<file path="src/sv/cfb_pkg.sv">
`timescale 1ns / 1ps
// ----------------------------------------------------------------------------
// CRSF frame builder package
// Shared item types, frame constants and the CRC-8/DVB-S2 byte update.
// ----------------------------------------------------------------------------
package cfb_pkg;

  localparam int unsigned MaxPayload   = 60;
  localparam int unsigned CmdFifoDepth = 4;

  localparam logic [7:0] SyncByte = 8'hC8;
  localparam logic [7:0] CrcPoly  = 8'hD5;
  localparam logic [7:0] CrcMsb   = 8'h80;
  localparam logic [7:0] LenExtra = 8'd2;

  typedef struct packed {
    logic [7:0] frame_type;
    logic [5:0] pay_len;
    logic [7:0] data_byte;
  } in_item_t;

  typedef struct packed {
    logic [7:0] out_byte;
    logic       frame_end;
  } out_item_t;

  // One accepted payload byte, classified by the front end.
  typedef struct packed {
    logic       first;
    logic       last;
    logic [7:0] frame_type;
    logic [5:0] pay_len;
    logic [7:0] data_byte;
    logic [7:0] crc;
  } cmd_t;

  // CRC-8/DVB-S2, MSB first, no reflection.
  function automatic logic [7:0] crc8_update(input logic [7:0] crc, input logic [7:0] b);
    logic [7:0] c;
    c = crc ^ b;
    for (int k = 0; k < 8; k++) begin
      if ((c & CrcMsb) != 8'h00) begin
        c = (c << 1) ^ CrcPoly;
      end else begin
        c = c << 1;
      end
    end
    return c;
  endfunction

endpackage

</file>
<file path="src/sv/cfb_front.sv">
`timescale 1ns / 1ps
// ----------------------------------------------------------------------------
// CRSF frame builder front end
// Accepts payload bytes, tracks frame position and running CRC, and
// classifies each byte into a command for the serializer.
// ----------------------------------------------------------------------------
module cfb_front (
  input  logic             clk_i,
  input  logic             rst_ni,
  input  logic             accept_i,
  input  cfb_pkg::in_item_t item_i,
  output logic             cmd_wr_o,
  output cfb_pkg::cmd_t    cmd_o
);

  logic       in_frame_q, in_frame_d;
  logic [5:0] bytes_left_q, bytes_left_d;
  logic [7:0] crc_q, crc_d;

  logic       len_ok;
  logic       take;
  logic [7:0] crc_base;
  logic [7:0] crc_new;
  logic [5:0] left_cur;
  logic [5:0] left_next;

  assign len_ok = (item_i.pay_len != 6'd0) &&
                  ({2'b00, item_i.pay_len} <= 8'(cfb_pkg::MaxPayload));

  // Drop a frame start with an unusable length.
  assign take = accept_i && (in_frame_q || len_ok);

  assign crc_base  = in_frame_q ? crc_q : cfb_pkg::crc8_update(8'h00, item_i.frame_type);
  assign crc_new   = cfb_pkg::crc8_update(crc_base, item_i.data_byte);
  assign left_cur  = in_frame_q ? bytes_left_q : item_i.pay_len;
  assign left_next = left_cur - 6'd1;

  always_comb begin
    in_frame_d   = in_frame_q;
    bytes_left_d = bytes_left_q;
    crc_d        = crc_q;
    if (take) begin
      if (left_next == 6'd0) begin
        in_frame_d = 1'b0;
        crc_d      = 8'h00;
      end else begin
        in_frame_d = 1'b1;
        crc_d      = crc_new;
      end
      bytes_left_d = left_next;
    end
  end

  assign cmd_wr_o          = take;
  assign cmd_o.first       = !in_frame_q;
  assign cmd_o.last        = (left_next == 6'd0);
  assign cmd_o.frame_type  = item_i.frame_type;
  assign cmd_o.pay_len     = item_i.pay_len;
  assign cmd_o.data_byte   = item_i.data_byte;
  assign cmd_o.crc         = crc_new;

  always_ff @(posedge clk_i or negedge rst_ni) begin
    if (!rst_ni) begin
      in_frame_q   <= 1'b0;
      bytes_left_q <= 6'd0;
      crc_q        <= 8'h00;
    end else begin
      in_frame_q   <= in_frame_d;
      bytes_left_q <= bytes_left_d;
      crc_q        <= crc_d;
    end
  end

endmodule

</file>
<file path="src/sv/cfb_cmd_fifo.sv">
`timescale 1ns / 1ps
// ----------------------------------------------------------------------------
// CRSF frame builder command queue
// Small FIFO that decouples the front end from the serializer.
// ----------------------------------------------------------------------------
module cfb_cmd_fifo #(
  parameter int unsigned DEPTH = cfb_pkg::CmdFifoDepth
) (
  input  logic          clk_i,
  input  logic          rst_ni,
  input  logic          wr_i,
  input  cfb_pkg::cmd_t wr_data_i,
  input  logic          rd_i,
  output cfb_pkg::cmd_t rd_data_o,
  output logic          full_o,
  output logic          empty_o
);

  localparam int unsigned PtrW = (DEPTH > 1) ? $clog2(DEPTH) : 1;
  localparam int unsigned CntW = $clog2(DEPTH + 1);

  cfb_pkg::cmd_t mem_q [DEPTH];
  logic [PtrW-1:0] wr_ptr_q, rd_ptr_q;
  logic [CntW-1:0] count_q;

  logic do_wr, do_rd;

  assign full_o    = (count_q == CntW'(DEPTH));
  assign empty_o   = (count_q == '0);
  assign do_wr     = wr_i && !full_o;
  assign do_rd     = rd_i && !empty_o;
  assign rd_data_o = mem_q[rd_ptr_q];

  always_ff @(posedge clk_i) begin
    if (do_wr) begin
      mem_q[wr_ptr_q] <= wr_data_i;
    end
  end

  always_ff @(posedge clk_i or negedge rst_ni) begin
    if (!rst_ni) begin
      wr_ptr_q <= '0;
      rd_ptr_q <= '0;
      count_q  <= '0;
    end else begin
      if (do_wr) begin
        wr_ptr_q <= (wr_ptr_q == PtrW'(DEPTH - 1)) ? '0 : wr_ptr_q + PtrW'(1);
      end
      if (do_rd) begin
        rd_ptr_q <= (rd_ptr_q == PtrW'(DEPTH - 1)) ? '0 : rd_ptr_q + PtrW'(1);
      end
      if (do_wr && !do_rd) begin
        count_q <= count_q + CntW'(1);
      end else if (do_rd && !do_wr) begin
        count_q <= count_q - CntW'(1);
      end
    end
  end

endmodule

</file>
<file path="src/sv/cfb_back.sv">
`timescale 1ns / 1ps
// ----------------------------------------------------------------------------
// CRSF frame builder serializer
// Expands each command into frame bytes in an output register, one byte
// per cycle while that register is empty or being taken.
// ----------------------------------------------------------------------------
module cfb_back (
  input  logic               clk_i,
  input  logic               rst_ni,
  input  logic               cmd_avail_i,
  input  cfb_pkg::cmd_t      cmd_i,
  output logic               cmd_rd_o,
  input  logic               out_take_i,
  output logic               out_valid_o,
  output cfb_pkg::out_item_t out_item_o
);

  typedef enum logic [2:0] {
    PH_START,
    PH_SYNC,
    PH_LEN,
    PH_TYPE,
    PH_DATA,
    PH_CRC
  } phase_e;

  phase_e phase_q, phase_d, phase_eff;
  logic   out_valid_q, out_valid_d;
  cfb_pkg::out_item_t out_q, out_d;
  logic   advance;

  assign advance = cmd_avail_i && (!out_valid_q || out_take_i);

  always_comb begin
    phase_eff = phase_q;
    if (phase_q == PH_START) begin
      phase_eff = cmd_i.first ? PH_SYNC : PH_DATA;
    end
  end

  always_comb begin
    phase_d     = phase_q;
    out_valid_d = out_valid_q && !out_take_i;
    out_d       = out_q;
    cmd_rd_o    = 1'b0;
    if (advance) begin
      out_valid_d     = 1'b1;
      out_d.frame_end = 1'b0;
      case (phase_eff)
        PH_SYNC: begin
          out_d.out_byte = cfb_pkg::SyncByte;
          phase_d        = PH_LEN;
        end
        PH_LEN: begin
          out_d.out_byte = {2'b00, cmd_i.pay_len} + cfb_pkg::LenExtra;
          phase_d        = PH_TYPE;
        end
        PH_TYPE: begin
          out_d.out_byte = cmd_i.frame_type;
          phase_d        = PH_DATA;
        end
        PH_DATA: begin
          out_d.out_byte = cmd_i.data_byte;
          if (cmd_i.last) begin
            phase_d = PH_CRC;
          end else begin
            phase_d  = PH_START;
            cmd_rd_o = 1'b1;
          end
        end
        PH_CRC: begin
          out_d.out_byte  = cmd_i.crc;
          out_d.frame_end = 1'b1;
          phase_d         = PH_START;
          cmd_rd_o        = 1'b1;
        end
        default: begin
          out_d.out_byte = cmd_i.data_byte;
          phase_d        = PH_START;
        end
      endcase
    end
  end

  always_ff @(posedge clk_i or negedge rst_ni) begin
    if (!rst_ni) begin
      phase_q     <= PH_START;
      out_valid_q <= 1'b0;
      out_q       <= '0;
    end else begin
      phase_q     <= phase_d;
      out_valid_q <= out_valid_d;
      out_q       <= out_d;
    end
  end

  assign out_valid_o = out_valid_q;
  assign out_item_o  = out_q;

endmodule

</file>
<file path="src/sv/crsf_frame_builder_crc8.sv">
`timescale 1ns / 1ps
// ----------------------------------------------------------------------------
// CRSF frame builder with CRC-8/DVB-S2
// Serializes payload bytes into CRSF frames: sync, length, type, payload
// and a closing CRC over type and payload.
// ----------------------------------------------------------------------------
//
//  Channel  | Handshake          | Payload     | Transaction
//  ---------+--------------------+-------------+-----------------------------
//  input    | push / full        | in_item_i   | push && !full
//  result   | empty / pop        | out_item_o  | pop && !empty
//
// Throughput: the serializer emits one frame byte per cycle while the
// queue holds a command and pop frees the output register, so a middle
// payload byte passes at one per cycle; a frame with N payload bytes
// puts out N + 4 bytes. The header burst on the first byte is absorbed
// by the command queue, after which full stalls the input. Path: with the
// serializer idle, an accepted byte is registered in the command queue and
// then the output register before its first result shows on the result
// ports. Reset: clears frame tracking, the running CRC, queue pointers and
// the output register; no clearing pass, the first edge after release can
// take a transaction. Stalls: the output register frees as pop takes it,
// so a result waiting does not block the input until the queue fills.
// ----------------------------------------------------------------------------
module crsf_frame_builder_crc8 #(
  parameter int unsigned CMD_FIFO_DEPTH = cfb_pkg::CmdFifoDepth
) (
  input  logic               clk_i,
  input  logic               rst_ni,
  input  logic               push,
  output logic               full,
  input  cfb_pkg::in_item_t  in_item_i,
  output logic               empty,
  input  logic               pop,
  output cfb_pkg::out_item_t out_item_o
);

  logic          accept;
  logic          cmd_wr;
  cfb_pkg::cmd_t cmd_wr_data;
  cfb_pkg::cmd_t cmd_head;
  logic          cmd_rd;
  logic          cmd_empty;
  logic          out_valid;

  // Accept an input transaction whenever the command queue has room; dropped
  // frame starts are accepted too but write nothing.
  assign accept = push && !full;

  cfb_front u_front (
    .clk_i    (clk_i),
    .rst_ni   (rst_ni),
    .accept_i (accept),
    .item_i   (in_item_i),
    .cmd_wr_o (cmd_wr),
    .cmd_o    (cmd_wr_data)
  );

  cfb_cmd_fifo #(
    .DEPTH (CMD_FIFO_DEPTH)
  ) u_cmd_fifo (
    .clk_i     (clk_i),
    .rst_ni    (rst_ni),
    .wr_i      (cmd_wr),
    .wr_data_i (cmd_wr_data),
    .rd_i      (cmd_rd),
    .rd_data_o (cmd_head),
    .full_o    (full),
    .empty_o   (cmd_empty)
  );

  // Hand each queued command to the serializer; it pops the entry on the
  // last byte that command produces.
  cfb_back u_back (
    .clk_i       (clk_i),
    .rst_ni      (rst_ni),
    .cmd_avail_i (!cmd_empty),
    .cmd_i       (cmd_head),
    .cmd_rd_o    (cmd_rd),
    .out_take_i  (pop),
    .out_valid_o (out_valid),
    .out_item_o  (out_item_o)
  );

  assign empty = !out_valid;

endmodule
</file>
<file path="config.mk">
export PLATFORM = sky130hd
export DESIGN_NAME = crsf_frame_builder_crc8
export DESIGN_NICKNAME = d
export VERILOG_FILES = /design/src/sv/cfb_pkg.sv /design/src/sv/cfb_front.sv /design/src/sv/cfb_cmd_fifo.sv /design/src/sv/cfb_back.sv /design/src/sv/crsf_frame_builder_crc8.sv
export SDC_FILE = /design/constraint.sdc
export NUM_CORES = 1
export LEC_CHECK = 0
export BUFFER_PORTS_ARGS = -buffer_cell sky130_fd_sc_hd__buf_2
export CAP_MARGIN = 25
export CORE_MARGIN = 1
export CORE_UTILIZATION = 57
export CTS_CLUSTER_SIZE = 10
export DETAILED_ROUTE_END_ITERATION = 10
export PLACE_DENSITY = 0.83
export SYNTH_ARGS = -nofsm -noshare
export SYNTH_HDL_FRONTEND = slang
export SYNTH_SLANG_ARGS = --single-unit
</file>
<file path="constraint.sdc">
create_clock -name clk_i -period 5 [get_ports clk_i]
set_input_delay 1.25 -clock clk_i [delete_from_list [all_inputs] [get_ports clk_i]]
set_output_delay 1.25 -clock clk_i [all_outputs]
set_load 0.1 [all_outputs]
</file>
==> metrics.txt, run 1 <==
number of global-route vias before repair=4232; number of DRC markers in iteration 0=418; hold_ws=0.474 ns; area occupied by multi-input gates=2390 sq um; worst flop-to-flop path endpoint=u_cmd_fifo.mem_q[2][3]$_DFFE_PP_; core area=12200 sq um; post_cts resized=0; combinational share of power=41.2%; share of layout cells above drive strength 1=21.1%; ys async rst share=21.5%; Power Density=785 nW/um^2; post-route cell area=8210 sq um; worst hold path cell count=2; ys flop type=edfxtp_1; Initial Utilization=59.2%; Worst Setup End Kind=flip-flop; gpl congestion=0.908; crit path max fanout=6; initial antenna violation count=0; Routed Wire Length=14600 um; crit path buf inv count=1; Sw Ratio=38.2%; reg2reg path depth=6; clock latency on the worst-skew pair=0.44 ns; H-tree Lvls=4; hold crit path type=flip-flop to flip-flop; Pint=3.99 mW; Tightest Pin Transition=0.868 ns; clk slew on worst S/H paths=0.06 ns; Port Buf Inserts=36; # DRC=0; setup violators final=0; nets@finish=549; Distinct cells, synth=45; critical path launch point type=primary input; Routed Antenna Nets=0; Chip Width=115 um; sequential share of power=38.4%; Clock Path Buffers=2; largest net degree at the start of global routing=36; Clk network pwr share=20.5%; CTS tree=yes; via count=4152; Yosys reg bits=163; status=finished clean; dpl hpwl=9440 um; FILL cells=856; area post-placement=7610 sq um; most used cell along the critical path=xnor2_1; Syn Nets=504; period utilization=73.5%; placed cells=662; Syn Area/Cell=15.4 sq um; CP peak stage delay=0.51 ns; Worst Path Required=5.16 ns; Top Family by Delay on Critical Path=XOR/XNOR gates; Ant. Diodes=0; total grt overflow=0; Arr. time, crit path=3.83 ns; register-to-register setup slack=1.41 ns; Max Freq=272 MHz; P&R area growth vs syn=13.6%; Pre-antenna DRT Iters=5; Seq/Total Area, Yosys=65.3%; endpoints failing hold=0; Final min period=3.67 ns; Rows=40; Layout Cells excl Fill=694; RSZ-0062 raised after global routing=no; Yosys warning count=0; TritonCTS Sinks=163; GRT Overall Usage=25.1%; Cells after Synth=468; hold_sp=u_back.out_item_o[4]$_DFFE_PN0P_; Cell Area, Synth=7230 sq um; maximum vdd drop=0.404 mV; Slowest cell on crit path=xnor2_1; global-route wire length before repair=23200 um; leakage power=3.03 nW; Post-CTS Setup Bufs=0; maxcap violations=0; Hold Path Sink=u_back.out_item_o[4]$_DFFE_PN0P_; Routed WL per cell=21.0 um; Post-synth EDFFs=128; die area=13100 sq um; total power=6.45 mW; CTS Buf Count=17; Pins Over Slew Limit=0; Setup CP Type=primary input to flip-flop; sw power=2.46 mW; max_slew headroom=42.1%; Post-CTS Hold Buffers=0; Max Clock Skew=0.00823 ns; TNS Setup=0 ns; Vias per Instance=5.98; CP Cell Sequence=buf_2 -> xor2_1 -> xor3_1 -> o21ai_0 -> xor2_1 -> xnor2_1 -> xnor2_1 -> xnor2_1; r2r startpoint=u_front.in_frame_q$_DFFE_PN0P_; CTS root buffer=clkbuf_16; FF+latch area=4720 sq um; Die Span Y=115 um; IO Pins=37
==> power by group through the flow <==
stage	Clock, mW	Combinational [mW]	Sequential [mW]
6_report	1.32	2.66	2.47
5_1_grt	1.38	2.90	2.52
4_1_cts	1.34	2.66	2.48
3_5_place_dp	0	2.61	2.49
3_3_place_gp	0	2.51	2.46
2_1_floorplan	0	1.87	2.60
==> tightest hold or removal path: stages, from the launching register on <==
cell and delay [ns]:
dfrtp_1 0.34, nand2_1 0.04, o21ai_0 0.06
==> cell usage after synthesis (all sizes together) (2+ instances only) <==
library cell | count | area, sq um
a221oi | 2 | 17.5
o21ai | 38 | 190
dfrtp | 35 | 876
xnor3 | 2 | 46.3
nand4 | 3 | 18.8
mux2i | 25 | 263
a21oi | 9 | 45.0
mux2 | 3 | 33.8
nand2 | 35 | 131
o211ai | 2 | 15.0
o21a | 2 | 15.0
inv | 11 | 41.3
o221ai | 3 | 26.3
buf | 7 | 31.3
and2 | 5 | 31.3
xnor2 | 34 | 320
nand3 | 7 | 35.0
mux4 | 24 | 541
xor2 | 16 | 155
nor3 | 8 | 40.0
o22ai | 8 | 50.1
xor3 | 3 | 72.6
edfxtp | 128 | 3840
a21o | 2 | 15.0
nor2 | 18 | 67.6
clkbuf | 11 | 41.3
ha | 9 | 113
a22o | 8 | 70.1
==> per-stage QoR <==
stage / util [%] / setup slack, ns
6_report: 67.3 / 1.33
5_1_grt: 67.3 / 1.14
4_1_cts: 67.3 / 1.41
3_5_place_dp: 62.3 / 1.23
3_3_place_gp: 62.3 / 1.32
2_1_floorplan: - / 1.67
==> per-layer routing <==
| layer | wire [um] | up-vias | track usage [%] |
|---|---|---|---|
| met3 | 1030 | 30 | 6.51 |
| met1 | 5970 | 2058 | 32.2 |
| met4 | 403 | 0 | 12.9 |
| li1 | - | 1872 | - |
| met5 | 0 | - | 0 |
| met2 | 7200 | 192 | 40.0 |
==> cell type report <==
class	count	area share (%)
clock buffers	17	5.18
clock inverters	15	2.18
inverters	12	0.548
multi-input cells	275	29.1
flip-flops and latches	163	57.5
well taps	168	2.56
repair buffers	44	2.93
==> cell usage in the layout, fill, tap and decap left out, types with 4 or more instances in the layout <==
cell type	synthesis	routed
inv_6	0	4
clkinv_4	0	4
buf_2	4	36
mux2i_1	24	24
ha_1	9	9
inv_1	11	11
xor2_1	14	14
a21oi_1	9	9
mux4_2	24	24
buf_4	0	8
a22o_1	8	8
nor3_1	8	8
o22ai_1	8	8
xnor2_1	31	31
nand2_1	35	35
and2_1	5	5
clkbuf_16	0	17
o21ai_0	37	37
edfxtp_1	128	128
nand3_1	7	7
nor2_1	18	18
dfrtp_1	35	34
==> registers in the layout (all words and copies together) (netlist names) <==
register	cells
u_front.in_frame_q	1
u_back.out_valid_o	1
u_front.bytes_left_q	6
u_back.out_item_o	9
u_back.phase_q	3
u_cmd_fifo.wr_ptr_q	2
u_cmd_fifo.mem_q	128
u_cmd_fifo.count_q	3
u_front.crc_q	8
u_cmd_fifo.rd_ptr_q	2
==> how the worst max path moves through the flow <==
| stage | startpoint | endpoint | slack, ns | depth (start not counted) |
|---|---|---|---|---|
| 2_1_floorplan | in_item_i[15] | u_front.crc_q[6]$_DFFE_PN0P_ | 1.67 | 8 |
| 3_3_place_gp | in_item_i[15] | u_front.crc_q[6]$_DFFE_PN0P_ | 1.32 | 9 |
| 3_5_place_dp | in_item_i[20] | u_front.crc_q[0]$_DFFE_PN0P_ | 1.23 | 9 |
| 4_1_cts | in_item_i[20] | u_front.crc_q[3]$_DFFE_PN0P_ | 1.41 | 9 |
| 5_1_grt | u_front.in_frame_q$_DFFE_PN0P_ | u_front.crc_q[3]$_DFFE_PN0P_ | 1.14 | 7 |
| 6_report | in_item_i[20] | u_cmd_fifo.mem_q[2][3]$_DFFE_PP_ | 1.33 | 8 |
==> cells by family (layout without fill, tap and decap cells) <==
kind of cell	after synthesis	after routing	synth area share, %
AOI/OAI and AO/OA	80	80	6.80
xor gates and xnor gates	55	55	8.22
adders and majority gates	10	10	1.83
buffers and inverters	30	88	1.63
DFF	163	163	65.3
muxes	52	52	11.6
and+or+nand+nor	78	78	4.66
No activity file was read; power rests on OpenSTA's default activity.
==> run 2: changes to the inputs <==
ABC_AREA = 1   (was not set)
CORE_UTILIZATION = 56   (was 57)
PLACE_DENSITY = 0.85   (was 0.83)
clock period = 3.3 ns   (was 5 ns; I/O delays follow)
==> run 2 against run 1 <==
  * Worst setup slack got worse by 1.1 ns
  * Cell count up 50%
  * Cell area is 9.9% higher
  * Highest routed layer unchanged
  * Critical path depth rose by 5
==> metrics.txt, run 2 <==
Seq/Total Area, Yosys=59.3% (-5.9 points); Final min period=3.06 ns; crit path max fanout=10 (+4); Cells after Synth=801 (+71%); status=finished clean; die area=14700 sq um (+12%); gpl congestion=0.866 (-4.7%); initial antenna violation count=0 (unchanged); maxcap violations=0 (unchanged); global-route wire length before repair=29400 um (+27%); largest net degree at the start of global routing=38 (+5.6%); core area=13900 sq um (+14%); Tightest Pin Transition=0.835 ns (-0.0333 ns); clock latency on the worst-skew pair=0.42 ns (-0.02 ns); Rows=43 (+7.5%); area share of the largest cell type after synthesis=48.3% (-4.8 points); RSZ-0062 raised after global routing=no; number of global-route vias before repair=5912 (+40%); Yosys warning count=0 (unchanged); period utilization=92.8%; H-tree Lvls=4 (unchanged); ys flop type=edfxtp_1; Routed Antenna Nets=0 (unchanged); Max Clock Skew=0.00948 ns (+0.00125 ns); CTS root buffer=clkbuf_16; Initial Utilization=57.3% (-1.9 points); CTS tree=yes; Cell Area, Synth=7950 sq um (+10%); IO Pins=37 (unchanged); Final Util=65.1% (-2.2 points); clk slew on worst S/H paths=0.06 ns (about the same); number of DRC markers in iteration 0=603 (+44%); Most flops, register=u_cmd_fifo.mem_q; # DRC=0 (unchanged); Routed Wire Length=18300 um (+25%); Max Freq=327 MHz; Arr. time, crit path=3.37 ns (-0.46 ns); dpl hpwl=12000 um (+27%); Worst Setup End Kind=flip-flop; Distinct cells, synth=42 (-6.7%); post_cts resized=0 (unchanged); top post-synthesis cells by area=edfxtp_1, dfrtp_1, nand2_1; setup violators final=0 (unchanged); Syn Area/Cell=9.93 sq um (-36%); Pre-antenna DRT Iters=5 (unchanged); Routed WL per cell=17.5 um (-17%); Port Buf Inserts=36 (unchanged); Chip Width=121 um (+5.7%); commonest non-fill, non-tap cells in the layout=nand2_1, edfxtp_1, nor2_1; commonest non-fill, non-tap cell in the layout=nand2_1; Post-CTS Hold Buffers=0 (unchanged); Vias per Instance=5.80 (-3.1%); CTS Buf Count=17 (unchanged); Setup CP Type=flip-flop to flip-flop; Clock Path Buffers=2 (unchanged); ys async rst share=21.5% (unchanged); Worst Path Required=3.61 ns (-1.55 ns); Pins Over Slew Limit=0 (unchanged); Post-synth EDFFs=128 (unchanged); GRT Overall Usage=27.0% (+1.9 points); P&R area growth vs syn=13.5% (about the same); endpoints failing hold=0 (unchanged); Post-CTS Setup Bufs=0 (unchanged); cell taking the most area after synthesis=edfxtp_1; critical path launch point type=flip-flop; Die Span Y=121 um (+5.7%); Ant. Diodes=0 (unchanged); FILL cells=999 (+17%); count leader, synth=nand2_1; Synth top cells by count=nand2_1, edfxtp_1, nor2_1; share of layout cells above drive strength 1=19.7% (-1.4 points); nets@finish=887 (+62%); hold crit path type=flip-flop to flip-flop; total grt overflow=0 (unchanged); max_slew headroom=44.3% (+2.2 points); via count=6053 (+46%); number of flip-flops in the largest register=128 (unchanged); Syn Nets=837 (+66%); Yosys reg bits=163 (unchanged); TritonCTS Sinks=163 (unchanged)
-- run 2: cell families (layout without fill, tap and decap cells) --
logic type               count (synthesis)  in the layout  share of synthesized area, %
flip-flops                             163            163                          59.3
AND/OR/NAND/NOR                        385            385                          22.8
buffers and inverters                   95            158                          4.55
XOR/XNOR                                14             14                          1.54
adder cells (fa/ha/maj)                 10             10                          1.67
AO/OA/AOI/OAI                          125            125                          8.98
multiplexers                             9              9                          1.15
-- run 2: worst paths after layout --
check	start	endpoint	slack (ns)	cells past startpoint
max in group asynchronous	rst_ni	u_cmd_fifo.rd_ptr_q[0]$_DFFE_PN0P_	2.23	1
min in group asynchronous	rst_ni	u_cmd_fifo.rd_ptr_q[0]$_DFFE_PN0P_	0.51	1
min	u_back.out_item_o[7]$_DFFE_PN0P_	u_back.out_item_o[7]$_DFFE_PN0P_	0.47	2
max	u_cmd_fifo.rd_ptr_q[1]$_DFFE_PN0P_	u_cmd_fifo.count_q[1]$_DFFE_PN0P_	0.24	13
min reg2reg	u_back.out_item_o[7]$_DFFE_PN0P_	u_back.out_item_o[7]$_DFFE_PN0P_	0.47	2
max reg2reg	u_cmd_fifo.rd_ptr_q[1]$_DFFE_PN0P_	u_cmd_fifo.count_q[1]$_DFFE_PN0P_	0.24	13
-- run 2: cell type report --
class                   count  area [sq um]  share of cell area (%)
clock buffers              17           425                    4.71
clock inverters            15           135                    1.50
well taps                 180           225                    2.49
multi-input cells         543          2900                    32.1
repair buffers             57           363                    4.02
inverters                  69           259                    2.87
flip-flops and latches    163          4720                    52.3
-- run 2: metrics by stage --
stage	setup WS (ns)	std cells	TNS (ns)	hold WS [ns]	instance area [sq um]
2_1_floorplan	-0.0233	801	-2.98	0.442	7960
3_3_place_gp	0.000867	1012	0	0.459	8470
3_5_place_dp	-0.0852	1012	-0.749	0.464	8470
4_1_cts	0.328	1044	0	0.479	9030
5_1_grt	0.0363	1044	0	0.506	9030
6_report	0.237	1044	0	0.475	9030
-- run 2: worst max-delay path: stages, from the launching register on --
cell and delay (ns):
dfrtp_1 0.59, inv_1 0.11, nand3_1 0.13, nand3_1 0.11, a21oi_1 0.17, nand2_1 0.14, inv_1 0.29, nand2_1 0.15
nand2_1 0.18, inv_1 0.10, ha_1 0.21, inv_1 0.10, fa_1 0.42, mux2_2 0.27
-- run 2: metal layers --
layer | up-vias | track usage [%] | wire [um] | part of all wire, %
met5 | - | 0 | 0 | 0
met4 | 0 | 12.7 | 444 | 2.4
met3 | 41 | 5.40 | 1680 | 9.2
met2 | 311 | 44.6 | 8920 | 49
met1 | 2848 | 34.2 | 7260 | 40
li1 | 2853 | - | - | -
Power of run 2 is left out: the tool's default activity adds up to more than one toggle a clock period on the data nets, which glitch-free logic cannot reach.
